### src/hw/rtl/counting_semaphore_with_wait_queue_defines.svh
// Assertion macros for the semaphore block.
`ifndef COUNTING_SEMAPHORE_WITH_WAIT_QUEUE_DEFINES_SVH
`define COUNTING_SEMAPHORE_WITH_WAIT_QUEUE_DEFINES_SVH

`ifndef SYNTHESIS
`define CSEM_ASSERT(lbl, prop) \
  lbl: assert property (@(posedge clk_i) disable iff (!rst_ni) prop) \
    else $error("semaphore assertion failed");
`define CSEM_ASSERT_RST(lbl, prop) \
  lbl: assert property (@(posedge clk_i) prop) \
    else $error("semaphore reset assertion failed");
`else
`define CSEM_ASSERT(lbl, prop)
`define CSEM_ASSERT_RST(lbl, prop)
`endif

`endif

### src/hw/rtl/csem_pkg.sv
`timescale 1ns / 1ps
package csem_pkg;

  localparam int unsigned COUNT_W = 9;
  localparam int unsigned INIT_W  = 8;

  localparam logic signed [COUNT_W-1:0] COUNT_MAX   = 9'sd255;
  localparam logic signed [COUNT_W-1:0] COUNT_RESET = 9'sd1;

  typedef enum logic [2:0] {
    ST_GRANTED  = 3'd0,
    ST_QUEUED   = 3'd1,
    ST_WOKE     = 3'd2,
    ST_RELEASED = 3'd3,
    ST_FULL     = 3'd4,
    ST_ANOMALY  = 3'd5
  } status_e;

  typedef enum logic {
    ACT_WAIT   = 1'b0,
    ACT_SIGNAL = 1'b1
  } action_e;

  typedef struct packed {
    status_e                    status;
    logic signed [COUNT_W-1:0]  count;
    logic                       pop;
  } resp_t;

endpackage

### src/hw/rtl/csem_ram.sv
`timescale 1ns / 1ps
module csem_ram #(
  parameter int unsigned WIDTH = 8,
  parameter int unsigned DEPTH = 16
) (
  input  logic                     clk_i,
  input  logic                     we_i,
  input  logic [$clog2(DEPTH)-1:0] waddr_i,
  input  logic [WIDTH-1:0]         wdata_i,
  input  logic                     re_i,
  input  logic [$clog2(DEPTH)-1:0] raddr_i,
  output logic [WIDTH-1:0]         rdata_o
);

  logic [WIDTH-1:0] mem_q [DEPTH];
  logic [WIDTH-1:0] rdata_q;

  always_ff @(posedge clk_i) begin
    if (we_i) begin
      mem_q[waddr_i] <= wdata_i;
    end
    if (re_i) begin
      rdata_q <= mem_q[raddr_i];
    end
  end

  assign rdata_o = rdata_q;

endmodule

### src/hw/rtl/csem_ctrl.sv
`timescale 1ns / 1ps
module csem_ctrl
  import csem_pkg::*;
#(
  parameter int unsigned MAX_WAITERS    = 16,
  parameter int unsigned THREAD_ID_BITS = 8
) (
  input  logic                           clk_i,
  input  logic                           rst_ni,
  input  logic                           cfg_we_i,
  input  logic [INIT_W-1:0]              cfg_wdata_i,
  input  logic                           req_vld_i,
  input  action_e                        action_i,
  input  logic [THREAD_ID_BITS-1:0]      tid_i,
  input  logic                           resp_take_i,
  output logic                           resp_vld_o,
  output resp_t                          resp_o,
  output logic                           ram_we_o,
  output logic [$clog2(MAX_WAITERS)-1:0] ram_waddr_o,
  output logic [THREAD_ID_BITS-1:0]      ram_wdata_o,
  output logic                           ram_re_o,
  output logic [$clog2(MAX_WAITERS)-1:0] ram_raddr_o
);

  localparam int unsigned PTR_W = $clog2(MAX_WAITERS);
  localparam int unsigned OCC_W = $clog2(MAX_WAITERS + 1);
  localparam logic [PTR_W-1:0] PTR_LAST = PTR_W'(MAX_WAITERS - 1);
  localparam logic [OCC_W-1:0] OCC_FULL = OCC_W'(MAX_WAITERS);

  logic signed [COUNT_W-1:0] count_q, count_d, count_inc, count_dec;
  logic [PTR_W-1:0]          head_q, head_d, tail_q, tail_d;
  logic [OCC_W-1:0]          occ_q, occ_d;
  logic                      resp_vld_q, resp_vld_d;
  resp_t                     resp_q, resp_d;
  logic                      push, pop;

  assign count_inc = count_q + 9'sd1;
  assign count_dec = count_q - 9'sd1;

  always_comb begin
    count_d    = count_q;
    head_d     = head_q;
    tail_d     = tail_q;
    occ_d      = occ_q;
    resp_d     = resp_q;
    resp_vld_d = resp_vld_q && !resp_take_i;
    push       = 1'b0;
    pop        = 1'b0;

    if (cfg_we_i) begin
      if (cfg_wdata_i != '0) begin
        count_d = COUNT_W'($signed({1'b0, cfg_wdata_i}));
        head_d  = '0;
        tail_d  = '0;
        occ_d   = '0;
      end
    end else if (req_vld_i) begin
      resp_vld_d   = 1'b1;
      resp_d.pop   = 1'b0;
      if (action_i == ACT_WAIT) begin
        if (count_q > 9'sd0) begin
          count_d       = count_dec;
          resp_d.status = ST_GRANTED;
        end else if (occ_q == OCC_FULL) begin
          resp_d.status = ST_FULL;
        end else begin
          push          = 1'b1;
          count_d       = count_dec;
          tail_d        = (tail_q == PTR_LAST) ? '0 : tail_q + 1'b1;
          occ_d         = occ_q + 1'b1;
          resp_d.status = ST_QUEUED;
        end
      end else begin
        if (count_q >= COUNT_MAX) begin
          resp_d.status = ST_ANOMALY;
        end else begin
          count_d = count_inc;
          if (count_inc > 9'sd0) begin
            resp_d.status = ST_RELEASED;
          end else if (occ_q == '0) begin
            resp_d.status = ST_ANOMALY;
          end else begin
            pop           = 1'b1;
            head_d        = (head_q == PTR_LAST) ? '0 : head_q + 1'b1;
            occ_d         = occ_q - 1'b1;
            resp_d.status = ST_WOKE;
            resp_d.pop    = 1'b1;
          end
        end
      end
      resp_d.count = count_d;
    end
  end

  always_ff @(posedge clk_i or negedge rst_ni) begin
    if (!rst_ni) begin
      count_q    <= COUNT_RESET;
      head_q     <= '0;
      tail_q     <= '0;
      occ_q      <= '0;
      resp_vld_q <= 1'b0;
    end else begin
      count_q    <= count_d;
      head_q     <= head_d;
      tail_q     <= tail_d;
      occ_q      <= occ_d;
      resp_vld_q <= resp_vld_d;
    end
  end

  always_ff @(posedge clk_i) begin
    resp_q <= resp_d;
  end

  assign resp_vld_o  = resp_vld_q;
  assign resp_o      = resp_q;
  assign ram_we_o    = push;
  assign ram_waddr_o = tail_q;
  assign ram_wdata_o = tid_i;
  assign ram_re_o    = pop;
  assign ram_raddr_o = head_q;

endmodule

### src/hw/rtl/counting_semaphore_with_wait_queue.sv
`timescale 1ns / 1ps
// Channel   Group    Beat contents
// request   s_axis   tuser: action; tdata: thread_id
// result    m_axis   tuser: status; tdata: woken_thread, current_count
// config    cfg      cfg_wdata_i: initial_count, taken when cfg_we_i is high and it is nonzero
//
// One request is accepted per cycle while the output path drains; its result is
// held in the response stage, alongside the waiter RAM read, then in the m_axis output register.
// The count, queue pointers and occupancy update in the accept cycle.
// Reset restores a count of one and an empty queue; no clearing pass runs.
// A stalled result holds the response stage, which then blocks new requests.
`include "counting_semaphore_with_wait_queue_defines.svh"
module counting_semaphore_with_wait_queue
  import csem_pkg::*;
#(
  parameter int unsigned MAX_WAITERS    = 16,
  parameter int unsigned THREAD_ID_BITS = 8
) (
  input  logic                     clk_i,
  input  logic                     rst_ni,
  input  logic                     cfg_we_i,
  input  logic [INIT_W-1:0]        cfg_wdata_i,
  input  logic                     s_axis_tvalid_i,
  output logic                     s_axis_tready_o,
  // [THREAD_ID_BITS-1:0] thread_id
  input  logic [((THREAD_ID_BITS+7)/8)*8-1:0] s_axis_tdata_i,
  // [0] action
  input  logic                     s_axis_tuser_i,
  output logic                     m_axis_tvalid_o,
  input  logic                     m_axis_tready_i,
  // [THREAD_ID_BITS-1:0] woken_thread, then current_count (9 bits)
  output logic [((THREAD_ID_BITS+COUNT_W+7)/8)*8-1:0] m_axis_tdata_o,
  // [2:0] status
  output logic [2:0]               m_axis_tuser_o
);

  localparam int unsigned PTR_W = $clog2(MAX_WAITERS);
  localparam int unsigned OUT_W = ((THREAD_ID_BITS + COUNT_W + 7) / 8) * 8;

  logic                      in_fire, out_free, resp_vld, resp_take;
  resp_t                     resp;
  logic                      ram_we, ram_re;
  logic [PTR_W-1:0]          ram_waddr, ram_raddr;
  logic [THREAD_ID_BITS-1:0] ram_wdata, ram_rdata;

  logic                      out_vld_q, out_vld_d;
  status_e                   out_status_q;
  logic [THREAD_ID_BITS-1:0] out_woken_q;
  logic signed [COUNT_W-1:0] out_count_q;

  assign out_free        = !out_vld_q || m_axis_tready_i;
  assign resp_take       = resp_vld && out_free;
  assign s_axis_tready_o = !resp_vld || out_free;
  assign in_fire         = s_axis_tvalid_i && s_axis_tready_o;

  csem_ctrl #(
    .MAX_WAITERS   (MAX_WAITERS),
    .THREAD_ID_BITS(THREAD_ID_BITS)
  ) u_ctrl (
    .clk_i       (clk_i),
    .rst_ni      (rst_ni),
    .cfg_we_i    (cfg_we_i),
    .cfg_wdata_i (cfg_wdata_i),
    .req_vld_i   (in_fire),
    .action_i    (action_e'(s_axis_tuser_i)),
    .tid_i       (s_axis_tdata_i[THREAD_ID_BITS-1:0]),
    .resp_take_i (resp_take),
    .resp_vld_o  (resp_vld),
    .resp_o      (resp),
    .ram_we_o    (ram_we),
    .ram_waddr_o (ram_waddr),
    .ram_wdata_o (ram_wdata),
    .ram_re_o    (ram_re),
    .ram_raddr_o (ram_raddr)
  );

  csem_ram #(
    .WIDTH(THREAD_ID_BITS),
    .DEPTH(MAX_WAITERS)
  ) u_waiter_ram (
    .clk_i   (clk_i),
    .we_i    (ram_we),
    .waddr_i (ram_waddr),
    .wdata_i (ram_wdata),
    .re_i    (ram_re),
    .raddr_i (ram_raddr),
    .rdata_o (ram_rdata)
  );

  assign out_vld_d = resp_take || (out_vld_q && !m_axis_tready_i);

  always_ff @(posedge clk_i or negedge rst_ni) begin
    if (!rst_ni) begin
      out_vld_q <= 1'b0;
    end else begin
      out_vld_q <= out_vld_d;
    end
  end

  always_ff @(posedge clk_i) begin
    if (resp_take) begin
      out_status_q <= resp.status;
      out_woken_q  <= resp.pop ? ram_rdata : '0;
      out_count_q  <= resp.count;
    end
  end

  assign m_axis_tvalid_o = out_vld_q;
  assign m_axis_tuser_o  = out_status_q;
  assign m_axis_tdata_o  = OUT_W'({out_count_q, out_woken_q});

  `CSEM_ASSERT(a_queued_negative, (out_vld_q && out_status_q == ST_QUEUED) |-> out_count_q[COUNT_W-1])
  `CSEM_ASSERT(a_granted_nonneg, (out_vld_q && out_status_q == ST_GRANTED) |-> !out_count_q[COUNT_W-1])
  `CSEM_ASSERT(a_woke_nonpos, (out_vld_q && out_status_q == ST_WOKE) |-> (out_count_q <= 9'sd0))
  `CSEM_ASSERT(a_take_moves, resp_take |=> out_vld_q)
  `CSEM_ASSERT_RST(a_reset_empty, !rst_ni |=> (!out_vld_q && !resp_vld))

endmodule

### config.mk
export PLATFORM = sky130hd
export DESIGN_NAME = counting_semaphore_with_wait_queue
export DESIGN_NICKNAME = d
export VERILOG_FILES = /design/src/hw/rtl/csem_pkg.sv /design/src/hw/rtl/csem_ram.sv /design/src/hw/rtl/csem_ctrl.sv /design/src/hw/rtl/counting_semaphore_with_wait_queue.sv
export VERILOG_INCLUDE_DIRS = /design/src /design/src/hw/rtl
export SDC_FILE = /design/constraint.sdc
export NUM_CORES = 1
export LEC_CHECK = 0
export BUFFER_PORTS_ARGS = -buffer_cell sky130_fd_sc_hd__clkbuf_2
export CELL_PAD_IN_SITES_DETAIL_PLACEMENT = 0
export CELL_PAD_IN_SITES_GLOBAL_PLACEMENT = 1
export CORE_MARGIN = 3
export CORE_UTILIZATION = 23
export DETAILED_ROUTE_END_ITERATION = 10
export PLACE_DENSITY = 0.4
export SYNTH_ARGS = -nofsm -noshare
export SYNTH_HDL_FRONTEND = slang
export SYNTH_HIERARCHICAL = 1
export SYNTH_SLANG_ARGS = --single-unit
### constraint.sdc
create_clock -name clk_i -period 7.1 [get_ports clk_i]
set_input_delay 0.355 -clock clk_i [delete_from_list [all_inputs] [get_ports clk_i]]
set_output_delay 0.355 -clock clk_i [all_outputs]
set_load 0.05 [all_outputs]
Yosys cells after proc, flatten, opt, wreduce, memory -nomap -nowiden
Memories as Yosys holds them, arrays and structs flattened. A register that Yosys moved wholly into a read port is not among the register bits.
Cells that the tools add are included.
W data, S select, Z words.
{ "op_classes": {"add_sub_neg": 6, "order_cmp": 3, "n_eq_ne": 15, "n_mux": 51, "bitwise_logic": 1, "n_reduce_logical": 20} }
{ "ops": {"columns": ["cell", "n"], "rows": [
  ["$mux W9", 7],
  ["$mux W4", 14],
  ["$mux W5", 9],
  ["$gt A9 B1 Y1 const B", 2],
  ["$mux W3", 6],
  ["$mux W1", 15],
  ["$ne A3 B3 Y1 const B", 5],
  ["$ne A2 B2 Y1 const B", 6],
  ["$add A9 B2 Y9 const B", 1],
  ["$ge A9 B9 Y1 const B", 1],
  ["$sub A9 B2 Y9 const B", 1],
  ["$add A4 B1 Y4 const B", 2],
  ["$eq A4 B4 Y1 const B", 2],
  ["$reduce_bool A8 Y1", 1],
  ["$reduce_and A7 Y1", 1],
  ["$reduce_and A6 Y1", 1],
  ["$add A5 B1 Y5 const B", 1],
  ["$eq A5 B5 Y1 const B", 1],
  ["$logic_not A5 Y1", 1],
  ["$reduce_and A5 Y1", 1],
  ["$sub A5 B1 Y5 const B", 1],
  ["$logic_and A1 B1 Y1", 4],
  ["$logic_not A1 Y1", 4],
  ["$reduce_and A2 Y1", 2],
  ["other kinds (4)", 7]
]} }
{ "totals": {"ff_bits": 57, "ramBits": 128, "in_bits": 22, "out_inout_bits": 29, "n_memories": 1} }
{ "memory_table": {"columns": ["name", "words", "width", "rd", "rd_clocked_by_memory_dff", "write_ports", "line_no", "text"], "rows": [
  ["u_waiter_ram.mem_q", 16, 8, 1, 1, 1, "csem_ram.sv:15", "logic [WIDTH-1:0] mem_q [DEPTH];"]
]} }

Longest topological paths before layout
Gate-level depths: netlist of run 1.
{ "logic_depth": {"ltp_word": 8, "depth_mapped": 13, "ltp_nobuf": 12} }

Hierarchy
The synthesis of run 1 kept the hierarchy.
{ "by_module_without_submodules": {"columns": ["mod", "instances", "cells_each", "area_each_um2"], "rows": [
  ["csem_ram", 1, 229, 5227.5],
  ["csem_ctrl", 1, 239, 2409.8],
  ["counting_semaphore_with_wait_queue", 1, 43, 770.7]
]} }

Least setup slack after synthesis of run 1
No wires, ideal clock.
{ "synth_path": {"path_type": "register -> register", "start": "register u_ctrl.count_q[1]", "end": "memory u_waiter_ram.mem_q[0][0] (enable)", "setup_ns": 0.383, "arrival_time_ns": 2.880, "t_required_ns": 6.717, "slack_ns": 3.837, "stages_incl_launch_ff": 9, "path_buffers": 0, "period_less_slack_ns": 3.263, "path_cell_list": "dfrtp_1 -> inv_1 -> ha_1 -> or3b_2 -> o21ai_4 -> nand2_2 -> nor3_4 -> or3b_2 -> nor3_1"} }
{ "synth_via": {"elab_chain_len": 7} }
{ "synth_lines": {"columns": ["item", "line_no", "text"], "rows": [
  ["start, declared", "csem_ctrl.sv:30", "logic signed [COUNT_W-1:0] count_q, count_d, count_inc, count_dec;"],
  ["start signal, assigned", "csem_ctrl.sv:103", "count_q <= count_d;"],
  ["$gt A9 B1 Y1", "csem_ctrl.sv:61", "if (count_q > 9'sd0) begin"],
  ["$mux W1", "csem_ctrl.sv:61", null],
  ["$mux W1", "csem_ctrl.sv:60", "if (action_i == ACT_WAIT) begin"],
  ["$mux W1", "csem_ctrl.sv:57", "end else if (req_vld_i) begin"],
  ["$mux W1", "csem_ctrl.sv:50", "if (cfg_we_i) begin"],
  ["via ram_we", "counting_semaphore_with_wait_queue.sv:42", "logic ram_we, ram_re;"],
  ["$mux W1", "csem_ram.sv:19", "if (we_i) begin"],
  ["$mux W1 (not written as such)", "csem_ram.sv:20", "mem_q[waddr_i] <= wdata_i;"],
  ["end, declared", "csem_ram.sv:15", null]
]} }
The timed path passes the listed nets, and every way through them passes these cells.

Final worst setup path of run 1
{ "layout_path": {"start": "register u_ctrl.count_q[0]", "end": "register u_ctrl.occ_q[0]"} }
{ "layout_via": {"elab_chain_len": 4, "elab_cells_between_ends": 8, "cone_classes": "1 x add/sub; 3 x order compare; 3 x eq/ne; 1 x reduce/logical"} }
{ "layout_lines": {"columns": ["item", "line_no", "text"], "rows": [
  ["$add A9 B2 Y9", "csem_ctrl.sv:37", "assign count_inc = count_q + 9'sd1;"],
  ["$gt A9 B1 Y1", "csem_ctrl.sv:78", "if (count_inc > 9'sd0) begin"],
  ["$ne A3 B3 Y1 (no source line)", null, null],
  ["$reduce_and A7 Y1 (no source line) *", null, null],
  ["end signal, assigned", "csem_ctrl.sv:100", "occ_q <= '0;"],
  ["end signal, assigned", "csem_ctrl.sv:106", "occ_q <= occ_d;"],
  ["end, declared", "csem_ctrl.sv:32", "logic [OCC_W-1:0] occ_q, occ_d;"]
]} }
Every way passes the cells marked *; elsewhere a longest branch is shown, timed or not.
A chain may end at the register's enable or synchronous reset.

==> results of run 1 <==
[registers in the layout (all words and copies together), names as in the netlist, 5 cells and up]
name                  cells
u_ctrl/count_q            9
out_woken_q               8
u_ctrl/occ_q              5
u_ctrl/resp_o            13
u_waiter_ram/mem_q      128
out_count_q               9
u_waiter_ram/rdata_o      8
[metal layers]
layer / vias to the layer above / GRT usage (%) / share of wire [%]
li1: 2076 / - / -
met1: 2424 / 14.65 / 48
met2: 87 / 17.31 / 48
met3: 11 / 2.439 / 3.7
met4: 0 / 3.194 / 1.0
met5: - / 0 / 0
[synthesized netlist by cell type (3+ instances only)]
| cell | n | area [um2] |
|---|---|---|
| and2_1 | 12 | 75.07 |
| a31oi_1 | 3 | 18.77 |
| nor3_1 | 10 | 50.05 |
| o21ai_0 | 14 | 70.07 |
| nand3b_1 | 3 | 22.52 |
| nand4_1 | 3 | 18.77 |
| nand2b_1 | 5 | 31.28 |
| mux4_2 | 18 | 405.4 |
| o211ai_1 | 3 | 22.52 |
| nor2_1 | 23 | 86.33 |
| mux2_2 | 3 | 33.78 |
| ha_1 | 9 | 112.6 |
| xor2_1 | 4 | 35.03 |
| edfxtp_1 | 169 | 5075 |
| dfrtp_1 | 23 | 575.6 |
| buf_4 | 17 | 127.6 |
| nand3_1 | 7 | 35.03 |
| a22oi_1 | 17 | 127.6 |
| buf_2 | 6 | 30.03 |
| nand2_1 | 40 | 150.1 |
| nor2b_1 | 3 | 18.77 |
| buf_6 | 6 | 67.56 |
| clkdlybuf4s25_2 | 3 | 30.03 |
| a21o_1 | 3 | 22.52 |
| a21oi_1 | 9 | 45.04 |
| xnor2_1 | 7 | 61.31 |
| inv_1 | 11 | 41.29 |
| mux4_1 | 14 | 367.9 |
| a22o_1 | 4 | 35.03 |
| clkbuf_1 | 3 | 11.26 |
[layout by cell type, fill, tap and decap left out, types with 5 or more instances in the layout]
cell,n
xnor2_1,7
edfxtp_1,169
nor2_1,23
o21ai_0,14
clkbuf_2,43
nand3_1,7
dfrtp_1,21
clkbuf_16,17
inv_6,5
nand2b_1,5
mux4_2,18
and2_1,12
mux4_1,14
nand2_1,40
a21oi_1,9
ha_1,9
a22oi_1,17
buf_4,5
nor3_1,10
conb_1,7
inv_1,11
[area by class of cell]
type                            instances  area (um2)
Fill cell                            3592       26240
Sequential cell                       193        5679
Multi-Input combinational cell        276        2437
Tap cell                              461       576.8
Clock buffer                           18       429.2
Timing Repair Buffer                   49       262.8
Clock inverter                         14       156.4
Inverter                               13       50.05
[stage by stage]
| step | worst slack, ns | area, um2 | utilization, % | cells | hold slack (ns) |
|---|---|---|---|---|---|
| final | 3.410 | 9592 | 26.77 | 1024 | 0.1674 |
| after global routing | 3.160 | 9592 | 26.77 | 1024 | 0.1890 |
| after CTS | 3.346 | 9592 | 26.77 | 1024 | 0.1530 |
| after detailed placement | 3.377 | 8996 | 25.11 | 991 | 0.4061 |
| after global placement | 3.506 | 8996 | 25.11 | 991 | 0.4035 |
| after floorplan | 3.837 | 8431 | - | 517 | 0.05941 |
[power by group]
group / internal (W) / total (W) / switching [W]
logic: 0.000105 / 0.000411 / 0.000306
registers: 0.00132 / 0.00138 / 0.0000597
clock network: 0.000474 / 0.000962 / 0.000488
[worst paths after layout]
path / start / endpoint / slack [ns] / cells past startpoint
max in group asynchronous: rst_ni / u_ctrl/ram_raddr_o[1]$_DFFE_PN0P_ / 6.06 / 2
setup reg to reg: u_ctrl/count_q[0]$_DFFE_PN1P_ / u_ctrl/occ_q[0]$_DFFE_PN0P_ / 3.41 / 11
setup / recovery: u_ctrl/count_q[0]$_DFFE_PN1P_ / u_ctrl/occ_q[0]$_DFFE_PN0P_ / 3.41 / 11
hold / removal: cfg_wdata_i[7] / u_ctrl/count_q[7]$_DFFE_PN0P_ / 0.17 / 3
hold reg to reg: u_ctrl/resp_o[5]$_DFFE_PP_ / out_count_q[4]$_DFFE_PP_ / 0.42 / 0
min in group asynchronous: rst_ni / u_ctrl/count_q[3]$_DFFE_PN0P_ / 0.52 / 2
[cell families (layout without fill, tap and decap cells)]
| family | count (synthesis) | in the layout |
|---|---|---|
| flip-flops | 193 | 193 |
| XOR/XNOR | 11 | 11 |
| multiplexers | 38 | 38 |
| other | 1 | 7 |
| AND/OR/NAND/NOR | 128 | 128 |
| AO/OA/AOI/OAI | 82 | 82 |
| adder cells (fa/ha/maj) | 10 | 10 |
| buffers and inverters | 48 | 94 |
[worst max-delay path, delay by kind of cell (launching register included)]
kind          cells  cell delay (ns)
flops             1             0.63
simple gates      5             1.33
mux               2             0.67
buf+inv           2             0.35
fa+ha+maj         2             0.59
[repair_timing]
action,CTS,global route
endpoints found under the hold margin,23,0
setup buffers,0,0
hold buffers,1,0
endpoints found under the setup margin,0,0
==> results_dict.tcl, run 1 <==
set metrics [dict create \
    status "finished, final reports clean" \
    antenna_found_initial 0 \
    synthAdderAreaFrac_pct 1.577 \
    cp.required_ns 7.43 \
    core_area_um2 35830 \
    grt_usage_pct 10.78 \
    grt_pass1_vias 4776 \
    setup_viol 0 \
    fmax_ghz 0.2710 \
    synth.cell_area_um2 8408 \
    via_per_inst 4.490 \
    gp_congestion 0.7517 \
    powerDensity_nw_per_um2 286.9 \
    worstSetupPathType "flop to flop" \
    cts-root-buf "clkbuf_16" \
    grt_pass1_wl_mm 30.69 \
    yosysSeqAreaShare_pct 67.51 \
    maxSlewViolCount 0 \
    die_x_um 197.2 \
    portBuffers 43 \
    remaining_drc_errors 0 \
    synth_edf_count 169 \
    relSlewSlack_pct 32.27 \
    synth-compound-area-share_pct 7.768 \
    clkLatencyLatePin_ns 0.45 \
    finClkSkew_ns 0.01459 \
    cap_violations 0 \
    critPathMaxFanout 10 \
    die_area_um2 38890 \
    cp_common_cell "ha_1" \
    grt_start_max_net_pins 37 \
    layout_min_cycle_time_ns 3.690 \
    synthXorXnorAreaFrac_pct 1.146 \
    antenna_left 0 \
    drt_iter0_markers 241 \
    p_leak_nw 3.235 \
    crit_slowest_cell "dfstp_2" \
    tightest_slew_ns 1.008 \
    async_flop_share_pct 12.44 \
    vdd_ir_drop_max_uv 147.4 \
    start_kind "flop" \
    die_h_um 197.2 \
    hold_violations 0 \
    total_power_w 0.002752 \
    synth_area_per_cell_um2 16.45 \
    tns_ns 0 \
    cts.repair.resized 0 \
    initial_core_util_pct 23.47 \
    ys_types 76 \
    synth_seq_cells 193 \
    clockBufferDepth 2 \
    area_growth_pct 14.08 \
    synth_top_family_by_area "multiplexers" \
    gr-total-overflow 0 \
    dr.pass1.iters 4 \
    routed_wl_mm 20.57 \
    synth-simple-area-share_pct 8.185 \
    synth_cells 511 \
    rsz0062_at_grt "no" \
    fin_crit_sh_pct 51.97 \
    ys_warn_count 6 \
    synth_mux_area_share_pct 10.00 \
    vias 4598 \
    cts_made_buffers 17 \
    cp_data_arrival_time_ns 4.02 \
    cts_tree "yes" \
    clk_pin_slew_worst_paths_ns 0.07 \
    rows 69 \
    cts_num_sinks 193 \
    wl_per_cell_um 20.09 \
    max_stage_delay_ns 0.63 \
    drive_above_1_share_pct 22.56 \
    antennaDiodeCount 0 \
    hold_class "input pin to flop" \
    ios 51 \
    finalNetCount 582 \
    cts_max_level 4 \
    endpoint_kind "flop" \
    hpwl_mm 13.40 \
    path_cells "ha_1 -> and4_4 -> nand3_4 -> inv_1 -> ha_1 -> and2_1 -> mux2i_2 -> or3_1 -> clkinv_2 -> or2_4 -> mux2_2" \
    ys.flop_type "edfxtp_1" \
]
No activity file was read; power rests on OpenSTA's default activity.
==> run 2: changes to the inputs <==
- clock period: 7.1 -> 3.78 ns (I/O delays scaled with it)
==> run 2 against run 1 <==
Net effect:
- cell count is 2.1% higher
- clock power increased by 88%
- global-route usage is 0.32 points lower
- largest power group unchanged
- first-iteration DRC count grew 35%
- critical path depth is the same
- via count is 0.39% lower
- fmax up 13%
- hold slack worse by 0.13 ns
- worst setup slack worse by 2.9 ns
- power is 88% higher
- sequential power grew 88%
- critical endpoint is now u_waiter_ram/rdata_o[4]$_DFFE_PP_
- clock skew rose by 0.0053 ns
==> results_dict.tcl, run 2 (synthesized netlist as in run 1, its figures left out) <==
set metrics [dict create \
    gr-total-overflow 0 \
    rsz0062_at_grt "no" \
    routed_wl_mm 19.53 \
    via_per_inst 4.379 \
    rows 69 \
    met1Wirelength_mm 9.719 \
    largest_register_ffs 128 \
    grt_pass1_vias 4826 \
    vdd_ir_drop_max_uv 304.3 \
    cts_tree "yes" \
    finalNetCount 604 \
    cp_common_cell "ha_1" \
    antenna_left 0 \
    crit_path_start "u_ctrl/count_q[0]$_DFFE_PN1P_" \
    cp.required_ns 3.93 \
    hpwl_mm 13.09 \
    cts_num_sinks 193 \
    fmax_ghz 0.3052 \
    gp_congestion 0.7276 \
    top_layer_used "met4" \
    die_h_um 197.2 \
    hold_buffers 3 \
    endpoint_kind "flop" \
    cp_data_arrival_time_ns 3.43 \
    initial_core_util_pct 23.47 \
    layout_commonest_cell "edfxtp_1" \
    dp_slack_ns 0.5343 \
    vias 4580 \
    ios 51 \
    die_area_um2 38890 \
    cap_violations 0 \
    hp-start "cfg_wdata_i[0]" \
    core_area_um2 35830 \
    postLayoutCoreUtil_pct 27.27 \
    tightest_slew_ns 0.9481 \
    max_stage_delay_ns 0.63 \
    hold_end "u_ctrl/count_q[0]$_DFFE_PN1P_" \
    wl_per_cell_um 18.67 \
    rr_startpoint "u_ctrl/count_q[0]$_DFFE_PN1P_" \
    grt_usage_pct 10.46 \
    worstHoldPathCells 3 \
    fin_crit_sh_pct 86.69 \
    critPathMaxFanout 10 \
    r2r_cells 11 \
    hold_violations 0 \
    clkLatencyLatePin_ns 0.45 \
    worst_slack_ns 0.5033 \
    dr_wl_met2_mm 8.741 \
    clockBufferDepth 2 \
    r2r-end "u_waiter_ram/rdata_o[4]$_DFFE_PP_" \
    cts_max_level 4 \
    post-cts-setup-buffer-count 0 \
    layoutNonFillerInstCount 1046 \
    remaining_drc_errors 0 \
    tns_ns 0 \
    clk_pin_slew_worst_paths_ns 0.08 \
    cts_made_buffers 17 \
    relSlewSlack_pct 36.79 \
    hold_class "input pin to flop" \
    maxSlewViolCount 0 \
    placed_cells 1011 \
    antenna_found_initial 0 \
    drt_iter0_markers 326 \
    nFillCells 3624 \
    status "finished, final reports clean" \
    most-common-layout-cells "169 x edfxtp_1, 43 x clkbuf_2, 40 x nand2_1, 24 x buf_4, 23 x nor2_1" \
    die_x_um 197.2 \
    postPlaceCellArea_um2 9159 \
    cts.repair.resized 0 \
    grt_pass1_wl_mm 29.91 \
    path_cells "ha_1 -> and4_4 -> nand3_4 -> inv_1 -> ha_1 -> o21a_1 -> a22oi_2 -> nand2_1 -> or3_1 -> clkinv_2 -> buf_4" \
    dr.pass1.iters 4 \
    setup_viol 0 \
    area_growth_pct 16.22 \
    drive_above_1_share_pct 25.30 \
    finClkSkew_ns 0.01985 \
    r2r_slack_ns 0.50 \
    powerDensity_nw_per_um2 530.1 \
    cts-root-buf "clkbuf_16" \
    stdcell_area_um2 9772 \
    dr_wl_met3_um 752 \
    crit_slowest_cell "dfstp_2" \
    worstSetupPathType "flop to flop" \
    portBuffers 43 \
    grt_start_max_net_pins 36 \
    start_kind "flop" \
    layout_min_cycle_time_ns 3.277 \
    top_register "u_waiter_ram/mem_q" \
    p_leak_nw 3.357 \
    antennaDiodeCount 0 \
]
run 2: cell types whose count changed in the layout (fill, tap and decap cells not counted), sizes merged:
| cell | delta |
|---|---|
| clkinv | -3 |
| clkbuf | -1 |
| inv | +3 |
| buf | +20 |
| dlygate4sd3 | +2 |
| bufinv | +1 |
run 2: through the flow:
stage               hold slack (ns)  power [W]
floorplan                   -0.1066   0.003214
global placement             0.3144   0.003426
detailed placement           0.3131   0.003432
CTS                         0.02096   0.005272
global route                0.03723   0.005416
finish                      0.03582   0.005180
run 2: worst max-delay path by stage:
stage	to	slack, ns	depth (start not counted)
floorplan	u_waiter_ram/mem_q[0][0]$_DFFE_PP_	0.52	8
global placement	u_waiter_ram/rdata_o[2]$_DFFE_PP_	0.63	11
detailed placement	u_waiter_ram/rdata_o[4]$_DFFE_PP_	0.53	11
CTS	u_waiter_ram/rdata_o[2]$_DFFE_PP_	0.52	11
global route	u_waiter_ram/rdata_o[4]$_DFFE_PP_	0.33	11
finish	u_waiter_ram/rdata_o[4]$_DFFE_PP_	0.50	11
run 2: power breakdown:
part | switching, W | internal (W) | total (W)
registers | 0.000112 | 0.00248 | 0.00259
logic | 0.000578 | 0.000204 | 0.000782
clock network | 0.000867 | 0.000941 | 0.00181
total | 0.00156 | 0.00362 | 0.00518
run 2: layer usage:
| layer | up-vias | track usage, % |
|---|---|---|
| met5 | - | 0 |
| met4 | 0 | 3.907 |
| met3 | 18 | 2.422 |
| met2 | 84 | 15.55 |
| met1 | 2355 | 14.91 |
| li1 | 2123 | - |
run 2: cell type report:
class | instances | area (um2) | area share [%]
clock buffer | 17 | 425.4 | 4.353
clock inverter | 15 | 157.7 | 1.613
inverter | 13 | 50.05 | 0.5122
multi-input combinational | 276 | 2437 | 24.94
sequential | 193 | 5679 | 58.12
tap | 461 | 576.8 | 5.903
timing repair buffer | 71 | 445.4 | 4.558
run 2: critical path, delay by kind of cell, from the launching register on:
kind	cells	cell delay, ns
and+or+nand+nor	4	1.01
DFF	1	0.63
adders and majority gates	2	0.59
buffers and inverters	3	0.40
AOI/OAI and AO/OA	2	0.35
